$ cat src/i2c_master_register_access_assert.svh
// Assertion macros shared by the I2C master RTL.
// No dependencies; define ASSERT_OFF to compile the checks out.
`ifndef I2C_MASTER_REGISTER_ACCESS_ASSERT_SVH
`define I2C_MASTER_REGISTER_ACCESS_ASSERT_SVH

`ifndef ASSERT_OFF
// same-cycle implication
`define I2C_ASSERT(lbl, clk, rst_n, ante, cons, msg) \
  lbl: assert property (@(posedge clk) disable iff (!rst_n) (ante) |-> (cons)) \
    else $error(msg);
// next-cycle implication
`define I2C_ASSERT_NEXT(lbl, clk, rst_n, ante, cons, msg) \
  lbl: assert property (@(posedge clk) disable iff (!rst_n) (ante) |=> (cons)) \
    else $error(msg);
`else
`define I2C_ASSERT(lbl, clk, rst_n, ante, cons, msg)
`define I2C_ASSERT_NEXT(lbl, clk, rst_n, ante, cons, msg)
`endif

`endif

$ cat src/i2cm_pkg.sv
// Types and constants for the I2C register-access master.
// No dependencies.
`timescale 1ns / 1ps

package i2cm_pkg;

  typedef enum logic [18:0] {
    PH_IDLE = 19'h00001,
    PH_S0   = 19'h00002,
    PH_S1   = 19'h00004,
    PH_S2   = 19'h00008,
    PH_B0   = 19'h00010,
    PH_B1   = 19'h00020,
    PH_B2   = 19'h00040,
    PH_A0   = 19'h00080,
    PH_A1   = 19'h00100,
    PH_A2   = 19'h00200,
    PH_A3   = 19'h00400,
    PH_R0   = 19'h00800,
    PH_R1   = 19'h01000,
    PH_K0   = 19'h02000,
    PH_K1   = 19'h04000,
    PH_K2   = 19'h08000,
    PH_P0   = 19'h10000,
    PH_P1   = 19'h20000,
    PH_P2   = 19'h40000
  } phase_e;

  typedef enum logic [1:0] {
    CMD_NONE  = 2'd0,
    CMD_WRITE = 2'd1,
    CMD_READ  = 2'd2,
    CMD_PROBE = 2'd3
  } cmd_e;

  // which byte's ACK is pending
  typedef enum logic [1:0] {
    SEQ_ADDR = 2'd0,
    SEQ_REG  = 2'd1,
    SEQ_DATA = 2'd2
  } seq_e;

  typedef enum logic {
    REG_HALF_PERIOD = 1'b0,
    REG_ACK_TIMEOUT = 1'b1
  } reg_idx_e;

  localparam logic [15:0] HALF_PERIOD_RST = 16'd5;
  localparam logic [7:0]  ACK_TIMEOUT_RST = 8'd250;
  localparam logic        RW_READ         = 1'b1;
  localparam logic        RW_WRITE        = 1'b0;

endpackage

$ cat src/i2c_master_register_access.sv
// I2C master top level: APB config registers, bus phase FSM, result register.
// Depends on i2cm_pkg and i2c_master_register_access_assert.svh.
`timescale 1ns / 1ps

// Open-drain 7-bit I2C master for register write, multi-byte register read
// and address probe. Every input word is one bus timing tick carrying the
// sampled SDA level and, when idle, a command; every accepted word yields
// exactly one result word with the SCL/SDA drive levels, busy, done/status
// and any received byte. A word is taken each clock while the result
// register is empty or being drained, so the rate is one tick per cycle:
// the phase FSM and its tick counter update in the same cycle that loads
// the result register. Each bus phase lasts half_period ticks; an ACK wait
// ends on a low SDA sample or NACKs after ack_timeout + 1 high samples.
// Write half_period and ack_timeout over APB only while no transfer runs.

`include "i2c_master_register_access_assert.svh"

module i2c_master_register_access
  import i2cm_pkg::*;
#(
  parameter int PHASE_BITS = 16,
  parameter int LEN_BITS   = 16
) (
  input  logic        clk_i,
  input  logic        rst_ni,
  // APB config
  input  logic        psel,
  input  logic        penable,
  input  logic        pwrite,
  input  logic [2:0]  paddr,
  input  logic [31:0] pwdata,
  output logic [31:0] prdata,
  output logic        pready,
  // tick input
  input  logic        in_valid_i,
  output logic        in_ready_o,
  input  logic [1:0]  cmd_i,
  input  logic [6:0]  dev_addr_i,
  input  logic [7:0]  reg_addr_i,
  input  logic [7:0]  wdata_i,
  input  logic [15:0] read_len_i,
  input  logic        sda_in_i,
  // result output
  output logic        out_valid_o,
  input  logic        out_ready_i,
  output logic        scl_out_o,
  output logic        sda_out_o,
  output logic        busy_res_o,
  output logic        done_res_o,
  output logic        status_o,
  output logic [7:0]  rdata_o,
  output logic        rdata_valid_o,
  output logic        rdata_last_o
);

  localparam logic [32:0] PhaseCap = (33'd1 << PHASE_BITS) - 33'd1;

  // config registers
  logic [15:0] half_period_q;
  logic [7:0]  ack_timeout_q;
  logic        cfg_we;

  assign pready = 1'b1;
  assign cfg_we = psel && penable && pwrite && pready;

  always_ff @(posedge clk_i or negedge rst_ni) begin
    if (!rst_ni) begin
      half_period_q <= HALF_PERIOD_RST;
      ack_timeout_q <= ACK_TIMEOUT_RST;
    end else if (cfg_we) begin
      case (reg_idx_e'(paddr[2]))
        REG_HALF_PERIOD: half_period_q <= pwdata[15:0];
        REG_ACK_TIMEOUT: ack_timeout_q <= pwdata[7:0];
        default: ;
      endcase
    end
  end

  always_comb begin
    case (reg_idx_e'(paddr[2]))
      REG_HALF_PERIOD: prdata = {16'b0, half_period_q};
      REG_ACK_TIMEOUT: prdata = {24'b0, ack_timeout_q};
      default:         prdata = '0;
    endcase
  end

  // effective phase length: zero reads as one, saturate to counter range
  logic [PHASE_BITS-1:0] hold_len;
  always_comb begin
    if ({17'b0, half_period_q} > PhaseCap) begin
      hold_len = '1;
    end else if (half_period_q == 16'd0) begin
      hold_len = PHASE_BITS'(1);
    end else begin
      hold_len = PHASE_BITS'(half_period_q);
    end
  end

  // FSM state
  phase_e                phase_q, phase_d;
  seq_e                  seq_q, seq_d;
  cmd_e                  cmd_q, cmd_d;
  logic [2:0]            bit_idx_q, bit_idx_d;
  logic [7:0]            shift_q, shift_d;
  logic [PHASE_BITS-1:0] ticks_q, ticks_d;
  logic [7:0]            ack_wait_q, ack_wait_d;
  logic [LEN_BITS-1:0]   bytes_left_q, bytes_left_d;
  logic [6:0]            dev_q, dev_d;
  logic [7:0]            reg_q, reg_d;
  logic [7:0]            wbyte_q, wbyte_d;
  logic                  scl_q, scl_d;
  logic                  sda_q, sda_d;
  logic                  result_q, result_d;

  // phase transition request
  logic   go_en;
  phase_e go_ph;
  logic   go_scl, go_sda;

  logic       done_w, status_w, rvalid_w, rlast_w;
  logic [7:0] rdata_w;
  logic [7:0] sh_rx;
  logic [LEN_BITS-1:0] bl_dec;

  logic in_fire;
  logic out_valid_q;

  assign in_ready_o = !out_valid_q || out_ready_i;
  assign in_fire    = in_valid_i && in_ready_o;

  assign sh_rx  = {shift_q[6:0], sda_in_i};
  assign bl_dec = (bytes_left_q == '0) ? '0 : bytes_left_q - LEN_BITS'(1);

  always_comb begin
    phase_d      = phase_q;
    seq_d        = seq_q;
    cmd_d        = cmd_q;
    bit_idx_d    = bit_idx_q;
    shift_d      = shift_q;
    ticks_d      = ticks_q;
    ack_wait_d   = ack_wait_q;
    bytes_left_d = bytes_left_q;
    dev_d        = dev_q;
    reg_d        = reg_q;
    wbyte_d      = wbyte_q;
    scl_d        = scl_q;
    sda_d        = sda_q;
    result_d     = result_q;
    go_en        = 1'b0;
    go_ph        = PH_IDLE;
    go_scl       = 1'b1;
    go_sda       = 1'b1;
    done_w       = 1'b0;
    status_w     = 1'b0;
    rvalid_w     = 1'b0;
    rlast_w      = 1'b0;
    rdata_w      = 8'd0;

    if (phase_q == PH_IDLE) begin
      if (cmd_e'(cmd_i) != CMD_NONE) begin
        cmd_d        = cmd_e'(cmd_i);
        dev_d        = dev_addr_i;
        reg_d        = reg_addr_i;
        wbyte_d      = wdata_i;
        bytes_left_d = read_len_i[LEN_BITS-1:0];
        seq_d        = SEQ_ADDR;
        bit_idx_d    = 3'd0;
        result_d     = 1'b0;
        go_en        = 1'b1;
        go_ph        = PH_S0;
      end
    end else if (phase_q == PH_A2) begin
      if (!sda_in_i) begin
        go_en  = 1'b1;
        go_ph  = PH_A3;
        go_scl = 1'b0;
        go_sda = sda_q;
      end else if (ack_wait_q >= ack_timeout_q) begin
        result_d = 1'b1;
        go_en    = 1'b1;
        go_ph    = PH_P0;
        go_scl   = 1'b0;
        go_sda   = 1'b0;
      end else begin
        ack_wait_d = ack_wait_q + 8'd1;
      end
    end else begin
      ticks_d = ticks_q + PHASE_BITS'(1);
      if (ticks_d >= hold_len) begin
        go_en = 1'b1;
        case (phase_q)
          PH_S0: begin
            go_ph  = PH_S1;
            go_sda = 1'b0;
          end
          PH_S1: begin
            go_ph  = PH_S2;
            go_scl = 1'b0;
            go_sda = 1'b0;
          end
          PH_S2: begin
            // repeated START carries the read address
            if (seq_q == SEQ_ADDR) begin
              shift_d = {dev_q, RW_WRITE};
            end else begin
              shift_d = {dev_q, RW_READ};
              seq_d   = SEQ_DATA;
            end
            bit_idx_d = 3'd0;
            go_ph     = PH_B0;
            go_scl    = 1'b0;
            go_sda    = dev_q[6];
          end
          PH_B0: begin
            go_ph  = PH_B1;
            go_sda = sda_q;
          end
          PH_B1: begin
            go_ph  = PH_B2;
            go_scl = 1'b0;
            go_sda = sda_q;
          end
          PH_B2: begin
            shift_d = {shift_q[6:0], 1'b0};
            go_scl  = 1'b0;
            if (bit_idx_q == 3'd7) begin
              bit_idx_d = 3'd0;
              go_ph     = PH_A0;
            end else begin
              bit_idx_d = bit_idx_q + 3'd1;
              go_ph     = PH_B0;
              go_sda    = shift_q[6];
            end
          end
          PH_A0: go_ph = PH_A1;
          PH_A1: go_ph = PH_A2;
          PH_A3: begin
            if (cmd_q == CMD_PROBE) begin
              go_ph  = PH_P0;
              go_scl = 1'b0;
              go_sda = 1'b0;
            end else begin
              case (seq_q)
                SEQ_ADDR: begin
                  shift_d   = reg_q;
                  seq_d     = SEQ_REG;
                  bit_idx_d = 3'd0;
                  go_ph     = PH_B0;
                  go_scl    = 1'b0;
                  go_sda    = reg_q[7];
                end
                SEQ_REG: begin
                  if (cmd_q == CMD_WRITE) begin
                    shift_d   = wbyte_q;
                    seq_d     = SEQ_DATA;
                    bit_idx_d = 3'd0;
                    go_ph     = PH_B0;
                    go_scl    = 1'b0;
                    go_sda    = wbyte_q[7];
                  end else begin
                    go_ph = PH_S0;
                  end
                end
                default: begin
                  if (cmd_q == CMD_READ && bytes_left_q != '0) begin
                    bit_idx_d = 3'd0;
                    shift_d   = 8'd0;
                    go_ph     = PH_R0;
                  end else begin
                    go_ph  = PH_P0;
                    go_scl = 1'b0;
                    go_sda = 1'b0;
                  end
                end
              endcase
            end
          end
          PH_R0: begin
            // bit sampled at the end of SCL high
            shift_d = sh_rx;
            if (bit_idx_q == 3'd7) begin
              rvalid_w = 1'b1;
              rdata_w  = sh_rx;
              rlast_w  = (bytes_left_q == LEN_BITS'(1));
            end
            go_ph  = PH_R1;
            go_scl = 1'b0;
          end
          PH_R1: begin
            go_scl = 1'b0;
            if (bit_idx_q == 3'd7) begin
              bit_idx_d = 3'd0;
              go_ph     = PH_K0;
              go_sda    = (bytes_left_q == LEN_BITS'(1)); // NACK the last byte
            end else begin
              bit_idx_d = bit_idx_q + 3'd1;
              go_ph     = PH_R0;
              go_scl    = 1'b1;
            end
          end
          PH_K0: begin
            go_ph  = PH_K1;
            go_sda = sda_q;
          end
          PH_K1: begin
            go_ph  = PH_K2;
            go_scl = 1'b0;
            go_sda = sda_q;
          end
          PH_K2: begin
            bytes_left_d = bl_dec;
            if (bl_dec == '0) begin
              go_ph  = PH_P0;
              go_scl = 1'b0;
              go_sda = 1'b0;
            end else begin
              shift_d = 8'd0;
              go_ph   = PH_R0;
            end
          end
          PH_P0: begin
            go_ph  = PH_P1;
            go_sda = 1'b0;
          end
          PH_P1: go_ph = PH_P2;
          PH_P2: begin
            done_w   = 1'b1;
            status_w = result_q;
            go_ph    = PH_IDLE;
          end
          default: go_ph = PH_IDLE;
        endcase
      end
    end

    if (go_en) begin
      phase_d    = go_ph;
      scl_d      = go_scl;
      sda_d      = go_sda;
      ticks_d    = '0;
      ack_wait_d = 8'd0;
    end
  end

  always_ff @(posedge clk_i or negedge rst_ni) begin
    if (!rst_ni) begin
      phase_q      <= PH_IDLE;
      seq_q        <= SEQ_ADDR;
      cmd_q        <= CMD_NONE;
      bit_idx_q    <= 3'd0;
      shift_q      <= 8'd0;
      ticks_q      <= '0;
      ack_wait_q   <= 8'd0;
      bytes_left_q <= '0;
      dev_q        <= 7'd0;
      reg_q        <= 8'd0;
      wbyte_q      <= 8'd0;
      scl_q        <= 1'b1;
      sda_q        <= 1'b1;
      result_q     <= 1'b0;
    end else if (in_fire) begin
      phase_q      <= phase_d;
      seq_q        <= seq_d;
      cmd_q        <= cmd_d;
      bit_idx_q    <= bit_idx_d;
      shift_q      <= shift_d;
      ticks_q      <= ticks_d;
      ack_wait_q   <= ack_wait_d;
      bytes_left_q <= bytes_left_d;
      dev_q        <= dev_d;
      reg_q        <= reg_d;
      wbyte_q      <= wbyte_d;
      scl_q        <= scl_d;
      sda_q        <= sda_d;
      result_q     <= result_d;
    end
  end

  // result register
  always_ff @(posedge clk_i or negedge rst_ni) begin
    if (!rst_ni) begin
      out_valid_q <= 1'b0;
    end else if (in_fire) begin
      out_valid_q <= 1'b1;
    end else if (out_ready_i) begin
      out_valid_q <= 1'b0;
    end
  end

  always_ff @(posedge clk_i) begin
    if (in_fire) begin
      scl_out_o     <= scl_d;
      sda_out_o     <= sda_d;
      busy_res_o    <= (phase_d != PH_IDLE);
      done_res_o    <= done_w;
      status_o      <= status_w;
      rdata_o       <= rdata_w;
      rdata_valid_o <= rvalid_w;
      rdata_last_o  <= rlast_w;
    end
  end

  assign out_valid_o = out_valid_q;

  `I2C_ASSERT_NEXT(a_cmd_starts, clk_i, rst_ni, in_fire && phase_q == PH_IDLE && cmd_i != CMD_NONE, phase_q == PH_S0 && out_valid_o && busy_res_o, "command did not start a transfer")
  `I2C_ASSERT_NEXT(a_state_holds, clk_i, rst_ni, !in_fire, $stable(phase_q) && $stable(ticks_q), "FSM moved without an input word")
  `I2C_ASSERT(a_stall_blocks, clk_i, rst_ni, out_valid_q && !out_ready_i, !in_ready_o, "input taken over a stalled result")
  `I2C_ASSERT(a_idle_released, clk_i, rst_ni, phase_q == PH_IDLE, scl_q && sda_q, "bus not released while idle")

endmodule

$ cat config.mk
export PLATFORM = sky130hd
export DESIGN_NAME = i2c_master_register_access
export DESIGN_NICKNAME = d
export VERILOG_FILES = /design/src/i2cm_pkg.sv /design/src/i2c_master_register_access.sv
export VERILOG_INCLUDE_DIRS = /design/src /design/src/src
export SDC_FILE = /design/constraint.sdc
export NUM_CORES = 1
export LEC_CHECK = 0
export CORE_MARGIN = 2
export CORE_UTILIZATION = 40
export DETAILED_ROUTE_END_ITERATION = 12
export DONT_BUFFER_PORTS = 1
export GPL_TIMING_DRIVEN = 0
export HOLD_SLACK_MARGIN = 0.03
export MAX_ROUTING_LAYER = met4
export PLACE_DENSITY_LB_ADDON = 0.12
export SYNTH_ARGS = -nofsm -noshare
export SYNTH_HDL_FRONTEND = slang
export SYNTH_SLANG_ARGS = --single-unit
$ cat constraint.sdc
create_clock -name clk_i -period 8.8 [get_ports clk_i]
set_clock_uncertainty 0.15 [all_clocks]
set_input_delay 0.88 -clock clk_i [delete_from_list [all_inputs] [get_ports clk_i]]
set_output_delay 0.88 -clock clk_i [all_outputs]
set_load 0.005 [all_outputs]
Yosys cells after proc, flatten, opt, wreduce, memory -nomap -nowiden. Cells that the tools add are included.

Bits in registers: 139. Bits of input ports: 84. Output and inout port bits: 50. Logic and storage cells: 215.

Add/sub/neg operators: 4. Order comparisons: 2. Equality and inequality tests: 40. Muxes and demuxes: 96. Bitwise logic cells: 7. Reduce and logical (&&, ||, !) cells: 41.

Operators with widths (count): case mux 19 bit (16 select lines) (1); 2-to-1 mux 16 bit (10); 2-to-1 mux 17 bit (5); 2-to-1 mux 19 bit (4); case mux 32 bit (2 select lines) (1); logical NOT 16 bit (3); 2-to-1 mux 8 bit (6); 2-to-1 mux 1 bit (36); case mux 7 bit (5 select lines) (1); case mux 17 bit (2 select lines) (1); 2-to-1 mux 7 bit (4); 2-to-1 mux 3 bit (8); equality test 19 x 1 -> 1 bit (second input constant) (1); equality test 19 x 10 -> 1 bit (second input constant) (1); equality test 19 x 11 -> 1 bit (second input constant) (1); equality test 19 x 12 -> 1 bit (second input constant) (1); equality test 19 x 13 -> 1 bit (second input constant) (1); equality test 19 x 14 -> 1 bit (second input constant) (1); equality test 19 x 15 -> 1 bit (second input constant) (1); equality test 19 x 16 -> 1 bit (second input constant) (1); equality test 19 x 17 -> 1 bit (second input constant) (1); equality test 19 x 18 -> 1 bit (second input constant) (1); equality test 19 bit (second input constant) (1); equality test 19 x 2 -> 1 bit (second input constant) (1); other kinds (53) (98).

Logic depth before layout (Yosys ltp).
Depth in word-level cells: 11. Gate-level depth with buffers: 16. Mapped depth without buffers: 15.

Least setup slack after synthesis. OpenSTA, ideal clock, no wires.

Kind: register -> register. Start: register ticks_q[0]. End: register shift_q[0]. Library setup time: 0.125 ns. Arrival: 3.860 ns. Required time: 8.525 ns. Path slack: 4.665 ns. Stages on the path, launching flop included: 15. Path buffers: 0. Period minus slack after synthesis: 4.135 ns. Cell sequence: dfrtp_1 > ha_1 > and3_1 > nand3_1 > nor2_1 > and3_1 > xnor2_1 > inv_1 > ha_1 > nand4_1 > or2_2 > o41ai_1 > nand3_1 > nor4_4 > mux2_2.

Cells in the longest elaborated chain, start to end: 3.

RTL lines: start, declared (line i2c_master_register_access.sv:105) `logic [PHASE_BITS-1:0] ticks_q, ticks_d;`; start signal, assigned (line i2c_master_register_access.sv:367) `ticks_q <= ticks_d;`; adder 16 x 1 -> 16 bit (line i2c_master_register_access.sv:188) `ticks_d = ticks_q + PHASE_BITS'(1);`; >= comparator 16 bit (line i2c_master_register_access.sv:189) `if (ticks_d >= hold_len) begin`; AND reduction 9 bit (no line); end signal, assigned (line i2c_master_register_access.sv:366) `shift_q <= shift_d;`; end, declared (line i2c_master_register_access.sv:104) `logic [7:0] shift_q, shift_d;`.

No other way between the ends. A chain may end at the register's enable or synchronous reset.

Worst setup path in the final report. Same ends and word-level chain as after synthesis.

==> flow_summary.yaml <==
worst_setup_path:
  cp.required_ns: 8.97
  path_class: "reg -> reg"
  crit_path_end_kind: "register"
  arrival_ns: 5.63
  worstSetupStartpointType: "register"
  critPathMaxFanout: 7
floorplanning:
  dieArea_um2: 23000
  ioPinCount: 134
  core_um2: 21600
  rows: 54
  die_width_um: 152
  die_h_um: 152
  initial_core_util_pct: 40.4
timing:
  finalWorstSetupSlack_ns: 3.34
  hold_viol: 0
  finalSetupViolations: 0
  post-route-period-util_pct: 62.0
  slew_headroom_pct: 16.0
  min_period_ns: 5.46
  tns_ns: 0
  worstMarginPinSlew_ns: 1.25
  rsz0062_at_grt: "no"
  drv_slew: 0
  max_freq_mhz: 183
worst_hold_path:
  hp-class: "in -> async"
synthesis:
  ys_seq_area_share_pct: 40.9
  synth_warnings: 0
  yosysTopAreaCellShare_pct: 32.4
  async_flop_share_pct: 89.2
  synth_cell_types: 76
  synth_ff_type: "dfrtp_1"
  avgSynthCellArea_um2: 9.36
  synth_edf_count: 15
  syn_area_um2: 8730
  yosys.area.top_type: "dfrtp_1"
  synth_area_leaders: "dfrtp_1 (32%), mux2_2 (8.5%), edfxtp_1 (5.2%)"
  synthCells: 933
  ys_seq_elements: 139
drt:
  dr.first_iter.drc_count: 446
  drt-wirelength-per-cell_um: 19.9
  drc: 0
  vias: 7276
  routed_wl_um: 25100
  vias_per_cell: 5.77
  dr.pass1.iters: 5
  ant_nets: 0
cts:
  cts_max_level: 4
  cts_resized: 0
  clockBufferDepth: 2
  clock-sinks: 139
  root_buffer: "clkbuf_16"
  clkTransAtPathRegs_ns: 0.07
  cts_setup_buffers: 0
  cts_tree: "done"
  cts_buffers: 17
  clkLatencyLatePin_ns: 0.43
global_route:
  grt.overflow.total: 0
  grt_usage_pct: 23.0
  grt_pass1_wl_um: 39600
  grt_pass1_vias: 7061
  antenna_found_initial: 0
  grt_max_degree: 114
run_status:
  outcome: "finished, final reports clean"
pwr:
  power_mw: 2.64
  ir_drop_mv: 0.134
  leakage_nw: 4.34
  p_per_area_nw_per_um2: 270
place:
  placed_cells: 1228
  pre_cts_ws_ns: 3.41
  portBuffers: 0
  place_congestion: 0.914
  post-dp-hpwl_um: 18500
finish:
  drive_gt1_share_pct: 17.2
  final_cell_mix: "dfrtp_1 (113), nand2_1 (94), o21ai_0 (75), nor2_1 (66), mux2_2 (66)"
  final_core_util_pct: 45.2
  fin_cells: 1261
  antenna-diode-count: 0
  nets: 1082
  synthToLayoutAreaGrowth_pct: 12.0
  mostFrequentLayoutCell: "dfrtp_1"
run:
  max_cap_viol_count: 0
==> layout make-up <==
cell class | count | area, um2
Clock inverter | 15 | 185
Fill cell | 2199 | 11800
Inverter | 39 | 146
Tap cell | 280 | 350
Multi-Input combinational cell | 710 | 4750
Clock buffer | 17 | 425
Sequential cell | 139 | 3570
Buffer | 60 | 324
Timing Repair Buffer | 1 | 27.5
==> synth_stat cells (3+ instances only) <==
master    number
inv_1         39
buf_2         14
ha_1          30
a32o_1         5
o21ai_1        9
nor4_2         3
nand3b_1       3
nor4_4         5
xor2_1        18
a21o_1         4
mux2_2        66
o31ai_1        7
a22oi_1       10
and2_1        13
or3_1         14
nor4_1        20
nand2b_1       8
nor3_1        35
buf_4         19
a31oi_1        8
and4b_1        3
xnor2_1        7
mux2i_1        4
a22o_1         6
nor2b_1        8
o22ai_1        3
o41ai_1        5
or4_1         12
a211o_1        3
edfxtp_1      15
nor2_1        66
and3_1        12
a32oi_1        5
nand2_1       94
and4_1         6
dfrtp_1      113
or2_2          4
nor3b_1        4
nand4_1       26
nand3_1       24
o21ai_0       75
clkbuf_1      22
a21oi_1       28
dfstp_2       11
==> cells by family after synthesis <==
kind of cell | count (synthesis) | share of synthesized area, %
fa+ha+maj | 30 | 4.30
flops | 139 | 40.9
buf+inv | 99 | 5.39
simple gates | 375 | 23.7
xor+xnor | 25 | 2.51
compound gates | 193 | 14.2
other cells | 2 | 0.0860
mux | 70 | 8.97
==> worst max-delay path, stage by stage, from the launching register on <==
cell and delay, ns:
dfrtp_1 0.44, ha_1 0.27, and3_1 0.21, nand3_1 0.19, nor2_1 0.23, and3_1 0.20
xnor2_1 0.14, inv_1 0.09, ha_1 0.32, nand4_1 0.13, or2_2 0.34, o41ai_1 1.07
nand3_1 0.51, nor4_4 0.67, mux2_2 0.39
==> final timing paths <==
check,to,depth (start not counted),slack [ns],start
hold / removal,half_period_q[0],0,0.14,rst_ni
setup reg to reg,shift_q[0],14,3.34,ticks_q[0]
hold reg to reg,phase_q[0],2,0.35,phase_q[0]
max in group asynchronous,phase_q[3],1,7.71,rst_ni
setup / recovery,shift_q[0],14,3.34,ticks_q[0]
min in group clk_i,phase_q[0],2,0.35,phase_q[0]
==> per-stage QoR <==
step,instance area (um2),hold WS [ns]
final,9780,0.145
after global routing,9780,0.121
after CTS,9780,0.130
after detailed placement,9140,0.340
after global placement,9140,0.332
after floorplan,8790,0.288
==> metal layers <==
layer	track usage (%)	vias to the layer above	share of wire (%)
met3	4.70	36	6.2
li1	-	3477	-
met5	-	-	0
met2	36.3	238	47
met4	6.25	0	1.8
met1	30.4	3525	45
==> where the power goes <==
part / total [mW] / leakage, nW / switching (mW) / internal [mW]
logic: 0.969 / 2.31 / 0.601 / 0.367
registers: 0.928 / 1.74 / 0.128 / 0.801
clock network: 0.740 / 0.293 / 0.354 / 0.386
total: 2.64 / 4.34 / 1.08 / 1.55
==> sequential cells by signal (all words and copies together), names as in the netlist, 2 cells and up <==
name / cells
ticks_q: 16
seq_q: 2
rdata_o: 8
cmd_q: 2
wbyte_q: 8
bit_idx_q: 3
phase_q: 19
ack_wait_q: 8
half_period_q: 16
ack_timeout_q: 8
dev_q: 7
shift_q: 7
bytes_left_q: 16
reg_q: 8
==> timing repair <==
item | CTS | global route
endpoints found under the setup margin | 0 | 0
hold buffers | 1 | 0
hold endpoints to repair | 113 | 0
Power figures use the tool's default switching activity.
